## src/design/swpd_pkg.sv

```systemverilog
// ----------------------------------------------------------------------------
// swpd_pkg
// shared widths, status codes, register indexes and frame layout constants
// for the sync word packet deframer
// ----------------------------------------------------------------------------
package swpd_pkg;

	localparam int ByteW    = 8;
	localparam int OffW     = 16;
	localparam int StatusW  = 3;
	localparam int LenW     = 16;
	localparam int WordW    = 32;
	localparam int TotalW   = 17;
	localparam int CfgDataW = 32;
	localparam int CfgIdxW  = 2;

	localparam int OffsetWidthDefault = 16;

	typedef logic [StatusW-1:0] status_t;
	typedef logic [CfgIdxW-1:0] cfg_idx_t;

	localparam status_t ST_DISCARD    = 3'd0;
	localparam status_t ST_BYTE       = 3'd1;
	localparam status_t ST_DONE       = 3'd2;
	localparam status_t ST_TAIL_ERR   = 3'd3;
	localparam status_t ST_TOO_LONG   = 3'd4;
	localparam status_t ST_VERIFY_ERR = 3'd5;

	localparam cfg_idx_t REG_HEAD_BYTE     = 2'd0;
	localparam cfg_idx_t REG_TAIL_BYTE     = 2'd1;
	localparam cfg_idx_t REG_VERIFY_WORD   = 2'd2;
	localparam cfg_idx_t REG_MAX_FRAME_LEN = 2'd3;

	localparam logic [LenW-1:0] MaxFrameLenReset = 16'd1024;

	localparam logic [OffW-1:0] VerifyLastPos = 16'd4;
	localparam logic [OffW-1:0] SeqPos        = 16'd5;
	localparam logic [OffW-1:0] CmdPos        = 16'd6;
	localparam logic [OffW-1:0] LenFirstPos   = 16'd7;
	localparam logic [OffW-1:0] LenLastPos    = 16'd10;
	localparam logic [OffW-1:0] HeaderBytes   = 16'd11;
	localparam logic [TotalW-1:0] FrameOverhead = 17'd12;

endpackage

```

## src/design/swpd_if.sv

```systemverilog
// ----------------------------------------------------------------------------
// swpd channel interfaces
// valid/ready channels for received bytes and for per-byte results
// ----------------------------------------------------------------------------
interface swpd_rx_if;
	logic                      valid;
	logic                      ready;
	logic [swpd_pkg::ByteW-1:0] rx_byte;

	modport source (output valid, output rx_byte, input ready);
	modport sink   (input valid, input rx_byte, output ready);
endinterface

interface swpd_res_if;
	logic                        valid;
	logic                        ready;
	logic [swpd_pkg::ByteW-1:0]  data_byte;
	logic [swpd_pkg::OffW-1:0]   byte_offset;
	swpd_pkg::status_t           status;
	logic [swpd_pkg::ByteW-1:0]  seq_num;
	logic [swpd_pkg::ByteW-1:0]  command;
	logic [swpd_pkg::LenW-1:0]   payload_len;

	modport source (output valid, output data_byte, output byte_offset, output status,
		output seq_num, output command, output payload_len, input ready);
	modport sink   (input valid, input data_byte, input byte_offset, input status,
		input seq_num, input command, input payload_len, output ready);
endinterface

```

## src/design/sync_word_packet_deframer_top.sv

```systemverilog
// ----------------------------------------------------------------------------
// sync_word_packet_deframer_top
// byte-serial deframer: head hunt, verify word, seq/cmd, 32-bit le length,
// payload pass-through and tail check, one result beat per byte
// ----------------------------------------------------------------------------
//  channel   dir  handshake      payload
//  rx        in   valid/ready    rx_byte
//  result    out  valid/ready    data_byte, byte_offset, status, seq_num,
//                                command, payload_len
//  wr        in   wr_en only     wr_index, wr_data
//
//  one byte per cycle while the result side is not stalled; an accepted byte
//  passes through the input register, then the result register
//  the frame state advances as a byte moves into the result register
//  reset clears the frame state and loads register defaults
//  a stalled result holds while the input register still takes one byte
// ----------------------------------------------------------------------------
module sync_word_packet_deframer_top #(
	parameter int OFFSET_WIDTH = swpd_pkg::OffsetWidthDefault
) (
	input  logic                          clk,
	input  logic                          arst_n,
	swpd_rx_if.sink                       rx,
	swpd_res_if.source                    result,
	input  logic                          wr_en,
	input  swpd_pkg::cfg_idx_t            wr_index,
	input  logic [swpd_pkg::CfgDataW-1:0] wr_data
);

	localparam int OffKeep = (OFFSET_WIDTH < swpd_pkg::OffW) ? OFFSET_WIDTH : swpd_pkg::OffW;
	localparam logic [swpd_pkg::OffW-1:0] OffMask =
		{swpd_pkg::OffW{1'b1}} >> (swpd_pkg::OffW - OffKeep);

	localparam logic [1:0] PH_HUNT   = 2'd0;
	localparam logic [1:0] PH_VERIFY = 2'd1;
	localparam logic [1:0] PH_HEADER = 2'd2;
	localparam logic [1:0] PH_BODY   = 2'd3;

	// configuration
	logic [swpd_pkg::ByteW-1:0] head_q;
	logic [swpd_pkg::ByteW-1:0] tail_q;
	logic [swpd_pkg::WordW-1:0] verify_q;
	logic [swpd_pkg::LenW-1:0]  max_len_q;

	// frame state
	logic [1:0]                  phase_q, phase_d;
	logic [swpd_pkg::OffW-1:0]   pos_q, pos_d;
	logic [swpd_pkg::ByteW-1:0]  seq_q, seq_d;
	logic [swpd_pkg::ByteW-1:0]  cmd_q, cmd_d;
	logic [swpd_pkg::WordW-1:0]  acc_q, acc_d;
	logic [swpd_pkg::TotalW-1:0] total_q, total_d;

	// pipeline
	logic                        v_s1;
	logic [swpd_pkg::ByteW-1:0]  byte_s1;
	logic                        v_s2;
	logic [swpd_pkg::ByteW-1:0]  data_s2;
	logic [swpd_pkg::OffW-1:0]   off_s2;
	swpd_pkg::status_t           status_s2;
	logic [swpd_pkg::ByteW-1:0]  seq_s2;
	logic [swpd_pkg::ByteW-1:0]  cmd_s2;
	logic [swpd_pkg::LenW-1:0]   plen_s2;

	logic                        advance;

	// per-byte decisions
	swpd_pkg::status_t           st_c;
	logic [swpd_pkg::OffW-1:0]   off_c;
	logic [swpd_pkg::ByteW-1:0]  seq_c;
	logic [swpd_pkg::ByteW-1:0]  cmd_c;
	logic [swpd_pkg::LenW-1:0]   plen_c;
	logic [1:0]                  vidx;
	logic [1:0]                  lidx;
	logic [swpd_pkg::ByteW-1:0]  want;
	logic [swpd_pkg::WordW-1:0]  acc_new;
	logic [swpd_pkg::WordW:0]    total_c;
	logic                        too_long;
	logic [swpd_pkg::TotalW-1:0] next_pos_w;
	logic [swpd_pkg::TotalW-1:0] plen_w;

	assign advance  = v_s1 && (!v_s2 || result.ready);
	assign rx.ready = !v_s1 || advance;

	assign vidx       = pos_q[1:0] - 2'd1;
	assign lidx       = pos_q[1:0] - 2'd3;
	assign want       = verify_q[{vidx, 3'b000} +: 8];
	assign next_pos_w = {1'b0, pos_q} + 17'd1;
	assign plen_w     = total_q - swpd_pkg::FrameOverhead;

	always_comb begin
		acc_new = acc_q;
		if (pos_q >= swpd_pkg::LenFirstPos && pos_q <= swpd_pkg::LenLastPos) begin
			acc_new[{lidx, 3'b000} +: 8] = acc_q[{lidx, 3'b000} +: 8] | byte_s1;
		end
	end

	assign total_c  = {1'b0, acc_new} + {16'd0, swpd_pkg::FrameOverhead};
	assign too_long = total_c > {17'd0, max_len_q};

	always_comb begin
		phase_d = phase_q;
		pos_d   = pos_q;
		seq_d   = seq_q;
		cmd_d   = cmd_q;
		acc_d   = acc_q;
		total_d = total_q;
		st_c    = swpd_pkg::ST_DISCARD;
		off_c   = '0;
		seq_c   = '0;
		cmd_c   = '0;
		plen_c  = '0;
		case (phase_q)
			PH_HUNT: begin
				if (byte_s1 == head_q) begin
					st_c    = swpd_pkg::ST_BYTE;
					phase_d = PH_VERIFY;
					pos_d   = 16'd1;
					acc_d   = '0;
					total_d = '0;
				end
			end
			PH_VERIFY: begin
				if (byte_s1 == want) begin
					st_c  = swpd_pkg::ST_BYTE;
					off_c = pos_q;
					pos_d = next_pos_w[swpd_pkg::OffW-1:0];
					if (pos_q >= swpd_pkg::VerifyLastPos) begin
						phase_d = PH_HEADER;
					end
				end else if (byte_s1 == head_q) begin
					st_c    = swpd_pkg::ST_BYTE;
					pos_d   = 16'd1;
					acc_d   = '0;
					total_d = '0;
				end else begin
					st_c    = swpd_pkg::ST_VERIFY_ERR;
					off_c   = pos_q;
					phase_d = PH_HUNT;
					pos_d   = '0;
					acc_d   = '0;
					total_d = '0;
				end
			end
			PH_HEADER: begin
				st_c  = swpd_pkg::ST_BYTE;
				off_c = pos_q;
				pos_d = next_pos_w[swpd_pkg::OffW-1:0];
				acc_d = acc_new;
				if (pos_q == swpd_pkg::SeqPos) begin
					seq_d = byte_s1;
				end
				if (pos_q == swpd_pkg::CmdPos) begin
					cmd_d = byte_s1;
				end
				if (pos_q >= swpd_pkg::LenLastPos) begin
					if (too_long) begin
						st_c    = swpd_pkg::ST_TOO_LONG;
						phase_d = PH_HUNT;
						pos_d   = '0;
						acc_d   = '0;
						total_d = '0;
					end else begin
						phase_d = PH_BODY;
						pos_d   = swpd_pkg::HeaderBytes;
						total_d = total_c[swpd_pkg::TotalW-1:0];
					end
				end
			end
			PH_BODY: begin
				off_c = pos_q;
				if (next_pos_w >= total_q) begin
					if (byte_s1 == tail_q) begin
						st_c   = swpd_pkg::ST_DONE;
						seq_c  = seq_q;
						cmd_c  = cmd_q;
						plen_c = plen_w[swpd_pkg::LenW-1:0];
					end else begin
						st_c = swpd_pkg::ST_TAIL_ERR;
					end
					phase_d = PH_HUNT;
					pos_d   = '0;
					acc_d   = '0;
					total_d = '0;
				end else begin
					st_c  = swpd_pkg::ST_BYTE;
					pos_d = next_pos_w[swpd_pkg::OffW-1:0];
				end
			end
			default: begin
				phase_d = PH_HUNT;
			end
		endcase
	end

	// configuration registers
	always_ff @(posedge clk or negedge arst_n) begin
		if (!arst_n) begin
			head_q    <= '0;
			tail_q    <= '0;
			verify_q  <= '0;
			max_len_q <= swpd_pkg::MaxFrameLenReset;
		end else if (wr_en) begin
			case (wr_index)
				swpd_pkg::REG_HEAD_BYTE:     head_q    <= wr_data[swpd_pkg::ByteW-1:0];
				swpd_pkg::REG_TAIL_BYTE:     tail_q    <= wr_data[swpd_pkg::ByteW-1:0];
				swpd_pkg::REG_VERIFY_WORD:   verify_q  <= wr_data[swpd_pkg::WordW-1:0];
				swpd_pkg::REG_MAX_FRAME_LEN: max_len_q <= wr_data[swpd_pkg::LenW-1:0];
				default: begin
				end
			endcase
		end
	end

	// frame state
	always_ff @(posedge clk or negedge arst_n) begin
		if (!arst_n) begin
			phase_q <= PH_HUNT;
			pos_q   <= '0;
			seq_q   <= '0;
			cmd_q   <= '0;
			acc_q   <= '0;
			total_q <= '0;
		end else if (advance) begin
			phase_q <= phase_d;
			pos_q   <= pos_d;
			seq_q   <= seq_d;
			cmd_q   <= cmd_d;
			acc_q   <= acc_d;
			total_q <= total_d;
		end
	end

	// valid bits
	always_ff @(posedge clk or negedge arst_n) begin
		if (!arst_n) begin
			v_s1 <= 1'b0;
			v_s2 <= 1'b0;
		end else begin
			if (rx.ready) begin
				v_s1 <= rx.valid;
			end
			if (advance) begin
				v_s2 <= 1'b1;
			end else if (result.ready) begin
				v_s2 <= 1'b0;
			end
		end
	end

	// payload
	always_ff @(posedge clk) begin
		if (rx.ready && rx.valid) begin
			byte_s1 <= rx.rx_byte;
		end
		if (advance) begin
			data_s2   <= byte_s1;
			off_s2    <= off_c & OffMask;
			status_s2 <= st_c;
			seq_s2    <= seq_c;
			cmd_s2    <= cmd_c;
			plen_s2   <= plen_c;
		end
	end

	assign result.valid       = v_s2;
	assign result.data_byte   = data_s2;
	assign result.byte_offset = off_s2;
	assign result.status      = status_s2;
	assign result.seq_num     = seq_s2;
	assign result.command     = cmd_s2;
	assign result.payload_len = plen_s2;

endmodule

```

## src/flat_wrapper.sv

```systemverilog
// flat-port wrapper written by rule: the top's interface ports become plain ports
module sync_word_packet_deframer_top_flat 
#(
	parameter int OFFSET_WIDTH = swpd_pkg::OffsetWidthDefault
)
  (clk, arst_n, wr_en, wr_index, wr_data, rx_valid, rx_rx_byte, rx_ready, result_valid, result_data_byte, result_byte_offset, result_status, result_seq_num, result_command, result_payload_len, result_ready);
  swpd_rx_if rx_i ();
  swpd_res_if result_i ();
  input  logic clk;
  input  logic arst_n;
  input  logic wr_en;
  input  swpd_pkg::cfg_idx_t wr_index;
  input  logic [swpd_pkg::CfgDataW-1:0] wr_data;
  input wire logic [$bits(rx_i.valid)-1:0] rx_valid;
  input wire logic [$bits(rx_i.rx_byte)-1:0] rx_rx_byte;
  output wire logic [$bits(rx_i.ready)-1:0] rx_ready;
  output wire logic [$bits(result_i.valid)-1:0] result_valid;
  output wire logic [$bits(result_i.data_byte)-1:0] result_data_byte;
  output wire logic [$bits(result_i.byte_offset)-1:0] result_byte_offset;
  output wire logic [$bits(result_i.status)-1:0] result_status;
  output wire logic [$bits(result_i.seq_num)-1:0] result_seq_num;
  output wire logic [$bits(result_i.command)-1:0] result_command;
  output wire logic [$bits(result_i.payload_len)-1:0] result_payload_len;
  input wire logic [$bits(result_i.ready)-1:0] result_ready;
  assign rx_i.valid = rx_valid;
  assign rx_i.rx_byte = rx_rx_byte;
  assign rx_ready = rx_i.ready;
  assign result_valid = result_i.valid;
  assign result_data_byte = result_i.data_byte;
  assign result_byte_offset = result_i.byte_offset;
  assign result_status = result_i.status;
  assign result_seq_num = result_i.seq_num;
  assign result_command = result_i.command;
  assign result_payload_len = result_i.payload_len;
  assign result_i.ready = result_ready;
  sync_word_packet_deframer_top #(.OFFSET_WIDTH(OFFSET_WIDTH)) u_core (.clk(clk), .arst_n(arst_n), .rx(rx_i), .result(result_i), .wr_en(wr_en), .wr_index(wr_index), .wr_data(wr_data));
endmodule
```

## config.mk

```make
export PLATFORM = sky130hd
export DESIGN_NAME = sync_word_packet_deframer_top_flat
export DESIGN_NICKNAME = d
export VERILOG_FILES = /design/src/design/swpd_pkg.sv /design/src/design/swpd_if.sv /design/src/design/sync_word_packet_deframer_top.sv /design/src/flat_wrapper.sv
export SDC_FILE = /design/constraint.sdc
export NUM_CORES = 1
export LEC_CHECK = 0
export BUFFER_PORTS_ARGS = -buffer_cell sky130_fd_sc_hd__buf_2
export CORE_MARGIN = 2
export CORE_UTILIZATION = 30
export DETAILED_ROUTE_END_ITERATION = 16
export GPL_TIMING_DRIVEN = 0
export HOLD_SLACK_MARGIN = 0.06
export PLACE_DENSITY = 0.47
export SKIP_LAST_GASP = 1
export SYNTH_ARGS = -nofsm -noshare
export SYNTH_HDL_FRONTEND = slang
export SYNTH_SLANG_ARGS = --single-unit
```

## constraint.sdc

```tcl
create_clock -name clk -period 8.4 [get_ports clk]
set_input_delay 0.42 -clock clk [delete_from_list [all_inputs] [get_ports clk]]
set_output_delay 0.42 -clock clk [all_outputs]
set_load 0.05 [all_outputs]
```

==> After elaboration in Yosys (flattened, before gate mapping) <==
Cells that the tools add are included.
Widths: inputs -> output; s select.
{ "totals": {"reg_bits": 216, "inputBits": 47, "out_inout_bits": 61, "word_cells": 117} }
{ "classes": {"addsub": 6, "magnitude_cmp": 6, "n_eq_ne": 17, "shift": 4, "mux": 42, "n_bitwise": 1, "reduce_logical": 22} }
{ "ops": {"columns": ["cell", "count"], "rows": [
  ["$mux 32", 6],
  ["$pmux 32 s4", 1],
  ["$mux 16", 6],
  ["$mux 17", 5],
  ["$pmux 17 s4", 1],
  ["$pmux 16 s4", 1],
  ["$shiftx 32x6->8", 2],
  ["$add 32x4->33 const B", 1],
  ["$gt 33x16->1", 1],
  ["$bwmux 32", 1],
  ["$eq 16x3->1 const B", 2],
  ["$ge 16x3->1 const B", 2],
  ["$pmux 16 s2", 1],
  ["$shift 8x7->32 const A", 1],
  ["$shiftx 8x7->32", 1],
  ["$eq 8x8->1", 3],
  ["$add 16x1->17 const B", 1],
  ["$ge 17x17->1", 1],
  ["$ge 16x4->1 const B", 1],
  ["$le 16x4->1 const B", 1],
  ["$mux 2", 8],
  ["$sub 16x4->16 const B", 1],
  ["$mux 3", 4],
  ["$pmux 3 s4", 1],
  ["23 further kinds", 45]
]} }

==> Depth between registers and ports, before layout <==
Gate-level depths: netlist of the first run.
{ "logic_depth": {"word_depth": 11, "ltp_mapped": 35, "depth_no_buf": 29} }

==> Least setup slack after synthesis of the first run <==
OpenSTA, ideal clock, no wires.
{ "synth_path": {"path_kind": "register -> register", "startpoint": "register u_core.pos_q[0] in the netlist's numbering", "endpoint": "register u_core.status_s2[2], in the netlist u_core.result.status[2], data pin", "setup_ns": 0.254, "arrival_ns": 6.306, "required_time_ns": 8.146, "setup_slack_ns": 1.840, "path_stages_with_launch": 31, "n_path_buf": 6, "synth_period_minus_slack_ns": 6.560, "cell_sequence": "dfrtp_1 -> buf_2 -> buf_2 -> inv_1 -> ha_1 -> nand2b_1 -> a21o_1 -> buf_2 -> buf_2 -> and4_1 -> clkbuf_1 -> or2_2 -> ha_1 -> o21bai_1 -> or4_1 -> nor4_1 -> o21ai_1 -> nor2_1 -> nand3_1 -> xor2_1 -> o21a_1 -> ha_1 -> nand4_1 -> or4_1 -> o221ai_1 -> o311a_1 -> nand4_1 -> nand3b_1 -> buf_6 -> and2_1 -> a21o_1"} }
{ "synth_between": {"elab_chain_cells": 11, "word_cells_on_any_way": 21, "classes_between": "add/sub (4); order compare (4); eq/ne (1); shift (4); mux (6); bitwise (1); reduce/logical (1)"} }
{ "synth_lines": {"columns": ["item", "line", "rtl"], "rows": [
  ["start: declaration", "sync_word_packet_deframer_top.sv:47", "logic [swpd_pkg::OffW-1:0] pos_q, pos_d;"],
  ["start signal: assignment", "sync_word_packet_deframer_top.sv:225", "pos_q <= pos_d;"],
  ["$sub 2x2->2", "sync_word_packet_deframer_top.sv:85", "assign lidx = pos_q[1:0] - 2'd3;"],
  ["$shiftx 32x6->8", "sync_word_packet_deframer_top.sv:93", "acc_new[{lidx, 3'b000} +: 8] = acc_q[{lidx, 3'b000} +: 8] | byte_s1;"],
  ["$or 8x8->8", "sync_word_packet_deframer_top.sv:93", null],
  ["$shiftx 8x7->32", "sync_word_packet_deframer_top.sv:93", null],
  ["$bwmux 32", "sync_word_packet_deframer_top.sv:93", null],
  ["$mux 32", "sync_word_packet_deframer_top.sv:92", "if (pos_q >= swpd_pkg::LenFirstPos && pos_q <= swpd_pkg::LenLastPos) begin"],
  ["$add 32x4->33", "sync_word_packet_deframer_top.sv:97", "assign total_c = {1'b0, acc_new} + {16'd0, swpd_pkg::FrameOverhead};"],
  ["$gt 33x16->1", "sync_word_packet_deframer_top.sv:98", "assign too_long = total_c > {17'd0, max_len_q};"],
  ["$mux 3", "sync_word_packet_deframer_top.sv:156", "if (too_long) begin"],
  ["$mux 3", "sync_word_packet_deframer_top.sv:155", "if (pos_q >= swpd_pkg::LenLastPos) begin"],
  ["$pmux 3 s4 *", "sync_word_packet_deframer_top.sv:112", "case (phase_q)"],
  ["via u_core.st_c[2]", "sync_word_packet_deframer_top.sv:67", "swpd_pkg::status_t st_c;"],
  ["end signal: assignment", "sync_word_packet_deframer_top.sv:258", "status_s2 <= st_c;"],
  ["end: declaration", "sync_word_packet_deframer_top.sv:59", "swpd_pkg::status_t status_s2;"]
]} }
The timed path passes the listed nets; every way through them passes the cells marked *.
A chain may end at the register's enable or synchronous reset.

==> Worst setup path after layout of the first run <==
{ "layout_path": {"startpoint": "register u_core.pos_q[0] in the netlist's numbering", "endpoint": "register u_core.acc_q[21] in the netlist's numbering"} }
{ "layout_between": {"elab_chain_cells": 11, "word_cells_on_any_way": 25, "classes_between": "add/sub (5); order compare (5); eq/ne (3); shift (4); mux (5); bitwise (1); reduce/logical (2)"} }
{ "layout_lines": {"columns": ["item", "line", "rtl"], "rows": [
  ["$sub 2x2->2", "sync_word_packet_deframer_top.sv:85", null],
  ["$shiftx 32x6->8", "sync_word_packet_deframer_top.sv:93", null],
  ["$or 8x8->8", "sync_word_packet_deframer_top.sv:93", null],
  ["$shiftx 8x7->32", "sync_word_packet_deframer_top.sv:93", null],
  ["$bwmux 32", "sync_word_packet_deframer_top.sv:93", null],
  ["$mux 32", "sync_word_packet_deframer_top.sv:92", null],
  ["$add 32x4->33", "sync_word_packet_deframer_top.sv:97", null],
  ["$gt 33x16->1", "sync_word_packet_deframer_top.sv:98", null],
  ["$mux 32", "sync_word_packet_deframer_top.sv:156", null],
  ["$mux 32", "sync_word_packet_deframer_top.sv:155", null],
  ["$pmux 32 s4", "sync_word_packet_deframer_top.sv:112", null],
  ["end signal: assignment", "sync_word_packet_deframer_top.sv:221", "acc_q <= '0;"],
  ["end signal: assignment", "sync_word_packet_deframer_top.sv:228", "acc_q <= acc_d;"],
  ["end: declaration", "sync_word_packet_deframer_top.sv:50", "logic [swpd_pkg::WordW-1:0] acc_q, acc_d;"]
]} }
Parallel ways exist; a longest one is shown, timed or not.

==> results of run 1 <==
## worst max path at each step
stage	end	cells after the start	slack (ns)	from
CTS	u_core.acc_q[18]$_DFFE_PN0P_	34	0.003	u_core.pos_q[0]$_DFFE_PN0P_
finish	u_core.acc_q[21]$_DFFE_PN0P_	34	0.48	u_core.pos_q[0]$_DFFE_PN0P_
global placement	u_core.acc_q[21]$_DFFE_PN0P_	31	-0.56	u_core.pos_q[0]$_DFFE_PN0P_
floorplan	u_core.result.status[2]$_DFFE_PP_	30	1.84	u_core.pos_q[0]$_DFFE_PN0P_
global route	u_core.total_q[14]$_DFFE_PN0P_	34	0.07	u_core.pos_q[0]$_DFFE_PN0P_
detailed placement	u_core.acc_q[25]$_DFFE_PN0P_	31	-0.57	u_core.pos_q[0]$_DFFE_PN0P_
## registers in the layout, indices dropped and copies added, names as in the netlist, 16 cells and up
| register | count |
|---|---|
| u_core.acc_q | 32 |
| u_core.max_len_q | 16 |
| u_core.pos_q | 16 |
| u_core.result.byte_offset | 16 |
| u_core.result.payload_len | 16 |
| u_core.total_q | 17 |
| u_core.verify_q | 32 |
## per-stage QoR
stage               utilization  setup slack, ns  std cells  total power, W
floorplan                     -            1.840       1059        0.001940
global placement         0.3352          -0.5630       1684        0.002238
detailed placement       0.3367          -0.5667       1686        0.002246
CTS                      0.3625         0.002698       1742        0.003440
global route             0.3636          0.07129       1744        0.003586
finish                   0.3636           0.4826       1744        0.003416
## critical path, delay by kind of cell (launching register included)
| family | cells | cell delay (ns) |
|---|---|---|
| buf+inv | 9 | 1.93 |
| simple gates | 8 | 1.89 |
| compound gates | 13 | 2.46 |
| flops | 1 | 0.46 |
| xor+xnor | 1 | 0.20 |
| fa+ha+maj | 3 | 0.86 |
## power by group
| group | leakage, nW | switching (W) | internal (W) | total (W) |
|---|---|---|---|---|
| clock network | 0.445 | 0.000452 | 0.000723 | 0.00118 |
| logic | 3.02 | 0.000636 | 0.000357 | 0.000993 |
| registers | 2.56 | 0.0000608 | 0.00119 | 0.00125 |
| total | 6.03 | 0.00115 | 0.00227 | 0.00342 |
## area by class of cell
cell class / instances / area share
inverter: 55 / 0.01466
clock buffer: 43 / 0.05792
buffer: 56 / 0.01990
clock inverter: 6 / 0.006308
multi-input combinational: 731 / 0.3987
tap: 518 / 0.04602
timing repair buffer: 119 / 0.04869
sequential: 216 / 0.4078
## timing repair
item                                    4_1_cts  5_1_grt
endpoints found under the hold margin        57        0
resized for setup                             5        7
endpoints found under the setup margin       54       54
setup buffers                                 1        2
hold buffers                                  7        0
pin swaps                                     1        2
## cells in the final DEF, fill, tap and decap left out, drive strengths merged, types with 12 or more instances in the layout
master	instances
a21o	14
a21oi	37
a22o	36
and2	24
buf	139
clkbuf	72
dfrtp	148
edfxtp	67
ha	40
inv	56
mux2	81
mux2i	12
nand2	41
nand3	29
nand4	24
nor2	92
nor2b	13
nor3	21
nor4	16
o21ai	36
xnor2	43
xor2	22
## per-layer routing
metal  vias up  GRT usage  wire, um
li1       4188          -         -
met1      4424     0.2467     16650
met2       263     0.2583     15360
met3        57    0.03579      2175
met4         2    0.04536       847
met5         -          0        18
## cells by family after synthesis
family,share of synthesized area
AND/OR/NAND/NOR,0.1500
flip-flops,0.4865
AO/OA/AOI/OAI,0.1292
buffers and inverters,0.04082
multiplexers,0.1027
XOR/XNOR,0.04824
adder cells (fa/ha/maj),0.04241
==> results.toml, run 1 <==
[status]
status = "finished clean"

[routing]
route.antenna.remaining_nets = 0
postRouteWirelength_um = 35060
iter_0_drt_violations = 718
avgViaCountPerCell = 5.123
drt-wirelength-per-cell_um = 20.10
vias = 8934
drt-pass1-iter-count = 5
post-route-drc-count = 0

[timing]
timing.max_slew.rel_slack = 0.1172
finalHoldViolCount = 0
final.min_clock_period_ns = 7.917
final.hold.worst_slack_ns = 0.08489
worst-slew-pin-transition_ns = 1.312
drv_slew = 0
setup_viol_count_final = 0
totalNegativeSetupSlack_ns = 0
max_freq_mhz = 126.3
post-route-period-util = 0.9426
rsz0062_at_grt = "false"
clock-skew-final_ns = 0.02018

[placed_design]
dpl_cell_area_um2 = 13040
dp_hpwl_um = 25680
count_of_input_and_output_buffers = 107
gp_weighted_congestion = 0.8710

[min_path]
hold_end = "u_core.byte_s1[0]$_DFFE_PP_"
hold_crit_path_type = "in2reg"
hold_start = "rx_rx_byte[0]"
timing.hold.worst_path_depth = 1

[worst_setup_path]
setup.reg_to_reg.worst_slack_ns = 0.48
worst-endpoint-required_ns = 8.87
worstReg2RegStart = "u_core.pos_q[0]$_DFFE_PN0P_"
worstPathMaxFanout = 10
crit_slowest_cell = "or4_1"
cp-end-kind = "flip-flop"
worst_path_largest_cell_delay_ns = 0.49
worst_r2r_endpoint = "u_core.acc_q[21]$_DFFE_PN0P_"
cp_data_arrival_time_ns = 8.39
critPathMostFrequentCell = "a21o_1"
setup.worst_path.class = "reg2reg"
start_kind = "flip-flop"
r2r.worst_path.cells = 34

[floorplan]
rows = 72
die-width_um = 202.3
vert_die_dim_um = 202.3
core_region_area_um2 = 38740
num_io_pins = 108
start_util = 0.3047
design.die.area_um2 = 40940

[global_route]
grt_antenna_before_repair = 1
grt_util_all_layers = 0.1706
grt_max_degree = 99
number_of_global_route_vias_before_repair = 8737
grt_first_pass_wirelength_um = 53930
globalRouteOverflowTotal = 0

[clock_tree]
clock-root-buffer = "clkbuf_16"
clock_tree.htree_level_count = 1
cts_tree = "yes"
clock_net_sink_count = 216
clock_latency_ns = 0.55
cts.path.max_buffers = 3
clkSlewWorstSetupHoldPaths_ns = 0.06
numCtsBuffers = 27

[synth]
synthesis.area_per_instance_um2 = 11.14
synth_top_cells_by_count = "dfrtp_1 (148), nor2_1 (91), mux2_2 (81)"
yosys.area.top_type = "dfrtp_1"
post-synth-top-area-fraction = 0.3138
synth.net_count = 1146
post_synth_inst_count = 1059
count_of_flip_flops_with_a_built_in_enable_after_synthesis = 67
ys.warnings.count = 0
postSynth.topFlopCell = "dfrtp_1"
yosys-top-cells-area = "dfrtp_1 (31%), edfxtp_1 (17%), mux2_2 (7.7%), ha_1 (4.2%), xnor2_1 (3.2%)"
synth_seq_area_share = 0.4865
synthMostInstantiatedCell = "dfrtp_1"
synth-async-reset-ratio = 0.6898
syn_area_um2 = 11800
synth.lib_cells_used.distinct = 83
synth-seq-cells = 216

[power]
static-leakage-power_nw = 6.027
power.ir.vdd_worst_v = 0.0001702
power_density_nw_per_um2 = 242.6

[flow_run]
drv_cap = 0

[layout]
layout-drive-gt1-share = 0.2496
diodes = 0
multi_input_comb_area_um2 = 5615
layout.area.seq_um2 = 5743
areaGrowthSynthToFinish_pct = 19.34
fin_area_um2 = 14080
finalNetCount = 1293
filler_cell_count = 3911
Power figures use the tool's default switching activity.
==> run 2, diff against run 1 <==
--- a/config.mk
+++ b/config.mk
@@ -6,6 +6,7 @@
 export NUM_CORES = 1
 export LEC_CHECK = 0
 export BUFFER_PORTS_ARGS = -buffer_cell sky130_fd_sc_hd__buf_2
+export CORE_ASPECT_RATIO = 1.25
 export CORE_MARGIN = 2
 export CORE_UTILIZATION = 30
 export DETAILED_ROUTE_END_ITERATION = 16
==> run 2 against run 1 <==
Against the previous run:
- utilization shrank 0.43 points
- routed wire length grew 0.21%
- critical path type unchanged
- register-to-register slack gained 0.02 ns
- sequential share of layout area grew 0.19 points
- die area is essentially flat
- non-clock buffer count grew 1
- clock skew shrank 0.0040 ns
- first-iteration DRC count shrank 34%
- worst setup slack gained 0.023 ns
==> results.toml, run 2 (synthesis results as in run 1) <==
[global_route]
grt_first_pass_wirelength_um = 54340
grt_util_all_layers = 0.1724
grt_antenna_before_repair = 0
globalRouteOverflowTotal = 0
number_of_global_route_vias_before_repair = 9008
grt_max_degree = 103

[layout]
reg_top3 = "u_core.acc_q: 32 flops, u_core.verify_q: 32 flops, u_core.total_q: 17 flops"
areaGrowthSynthToFinish_pct = 18.80
diodes = 0
layout_common_cells = "dfrtp_1 (147), buf_2 (119), nor2_1 (90)"
layout.cells.most_common = "dfrtp_1"
filler_cell_count = 3916
finalNetCount = 1292
fin_area_um2 = 14020
layout-drive-gt1-share = 0.2475

[timing]
drv_slew = 0
final_critical_path_setup_slack_ns = 0.5051
clock-skew-final_ns = 0.01615
final.hold.worst_slack_ns = 0.1085
timing.max_slew.rel_slack = 0.07360
finalHoldViolCount = 0
totalNegativeSetupSlack_ns = 0
final.min_clock_period_ns = 7.895
rsz0062_at_grt = "false"
max_freq_mhz = 126.7
post-route-period-util = 0.9399
worst-slew-pin-transition_ns = 1.377
setup_viol_count_final = 0

[worst_setup_path]
path_buf_inv = 8
cp-end-kind = "flip-flop"
crit_slowest_cell = "or4_1"
worstPathMaxFanout = 10
setup.worst_path.class = "reg2reg"
worstSetupEndpoint = "u_core.acc_q[22]$_DFFE_PN0P_"
worstReg2RegStart = "u_core.pos_q[0]$_DFFE_PN0P_"
critical-path-top-delay-family = "simple AND/OR/NAND/NOR gates"
worst_r2r_endpoint = "u_core.acc_q[22]$_DFFE_PN0P_"
start_kind = "flip-flop"
worst_path_largest_cell_delay_ns = 0.57
cp-startpoint = "u_core.pos_q[0]$_DFFE_PN0P_"
r2r.worst_path.cells = 32
setup.reg_to_reg.worst_slack_ns = 0.51
worst-endpoint-required_ns = 8.87
cp_data_arrival_time_ns = 8.37
cp_num_cells = 32

[floorplan]
vert_die_dim_um = 225.8
core_region_area_um2 = 39020
die-width_um = 181.4
rows = 81
start_util = 0.3025
num_io_pins = 108
design.die.area_um2 = 40950

[routing]
drt-wirelength-per-cell_um = 20.40
iter_0_drt_violations = 475
avgViaCountPerCell = 5.174
post-route-drc-count = 0
route.antenna.remaining_nets = 0
vias = 8909
drt-pass1-iter-count = 5
postRouteWirelength_um = 35130

[power]
power.ir.vdd_worst_v = 0.0001343
power_density_nw_per_um2 = 241.9
static-leakage-power_nw = 6.003
design_power_total_w = 0.003391

[placed_design]
place_ws_ns = -0.7586
dpl_cell_area_um2 = 13020
count_of_input_and_output_buffers = 107
dp_hpwl_um = 25850
gp_weighted_congestion = 0.9193

[min_path]
hold_crit_path_type = "in2reg"
timing.hold.worst_path_depth = 2

[clock_tree]
cts_tree = "yes"
clkSlewWorstSetupHoldPaths_ns = 0.07
clock_tree.htree_level_count = 1
clock_latency_ns = 0.54
cts.path.max_buffers = 3
numCtsBuffers = 25
clock_net_sink_count = 216
clock-root-buffer = "clkbuf_16"

[status]
status = "finished clean"

[flow_run]
drv_cap = 0
[run 2: power breakdown]
part / switching [W] / internal (W) / total, W
Sequential: 0.0000621 / 0.00119 / 0.00125
Clock: 0.000452 / 0.000701 / 0.00115
Combinational: 0.000633 / 0.000357 / 0.000990
Total: 0.00115 / 0.00224 / 0.00339
[run 2: per-layer routing]
layer,global-route usage,wire (um),vias up
met5,0,0,-
met4,0.07474,1441,0
met3,0.02548,1871,74
met2,0.2857,16540,296
met1,0.2246,15270,4352
li1,-,-,4187
[run 2: how the worst min path moves through the flow]
stage	from	endpoint	slack, ns
2_1_floorplan	arst_n	u_core.acc_q[0]$_DFFE_PN0P_	0.12
3_3_place_gp	u_core.acc_q[9]$_DFFE_PN0P_	u_core.acc_q[9]$_DFFE_PN0P_	0.47
3_5_place_dp	arst_n	u_core.seq_q[1]$_DFFE_PN0P_	0.37
4_1_cts	rx_valid	u_core.v_s1$_DFFE_PN0N_	0.07
5_1_grt	rx_valid	u_core.v_s1$_DFFE_PN0N_	0.09
6_report	rx_valid	u_core.v_s1$_DFFE_PN0N_	0.11
[run 2: stage by stage]
step | util | instances
detailed placement | 0.3336 | 1666
floorplan | - | 1059
CTS | 0.3587 | 1720
global placement | 0.3321 | 1664
global route | 0.3593 | 1722
finish | 0.3593 | 1722
[run 2: worst reg2reg max path: cells and delay by family, from the launching register on]
family / cells / cell delay, ns
buffers and inverters: 8 / 1.75
AND/OR/NAND/NOR: 11 / 2.70
flip-flops: 1 / 0.46
AO/OA/AOI/OAI: 9 / 1.84
adder cells (fa/ha/maj): 3 / 0.91
XOR/XNOR: 1 / 0.18
[run 2: timing repair]
| item | 4_1_cts | 5_1_grt |
|---|---|---|
| gates cloned | 0 | 0 |
| resized for setup | 8 | 3 |
| hold endpoints to repair | 55 | 0 |
| pin swaps | 0 | 1 |
| setup buffers | 0 | 2 |
| hold buffers | 9 | 0 |
| setup endpoints to repair | 55 | 51 |
[run 2: final cells by class]
type,count,area (um^2),area share
Clock buffer,29,640.6,0.04569
Multi-Input combinational cell,731,5608,0.4000
Clock inverter,17,220.2,0.01571
Sequential cell,216,5743,0.4096
Timing Repair Buffer,120,698.2,0.04980
Inverter,55,206.4,0.01473
Tap cell,498,623.1,0.04444
Buffer,56,280.3,0.01999
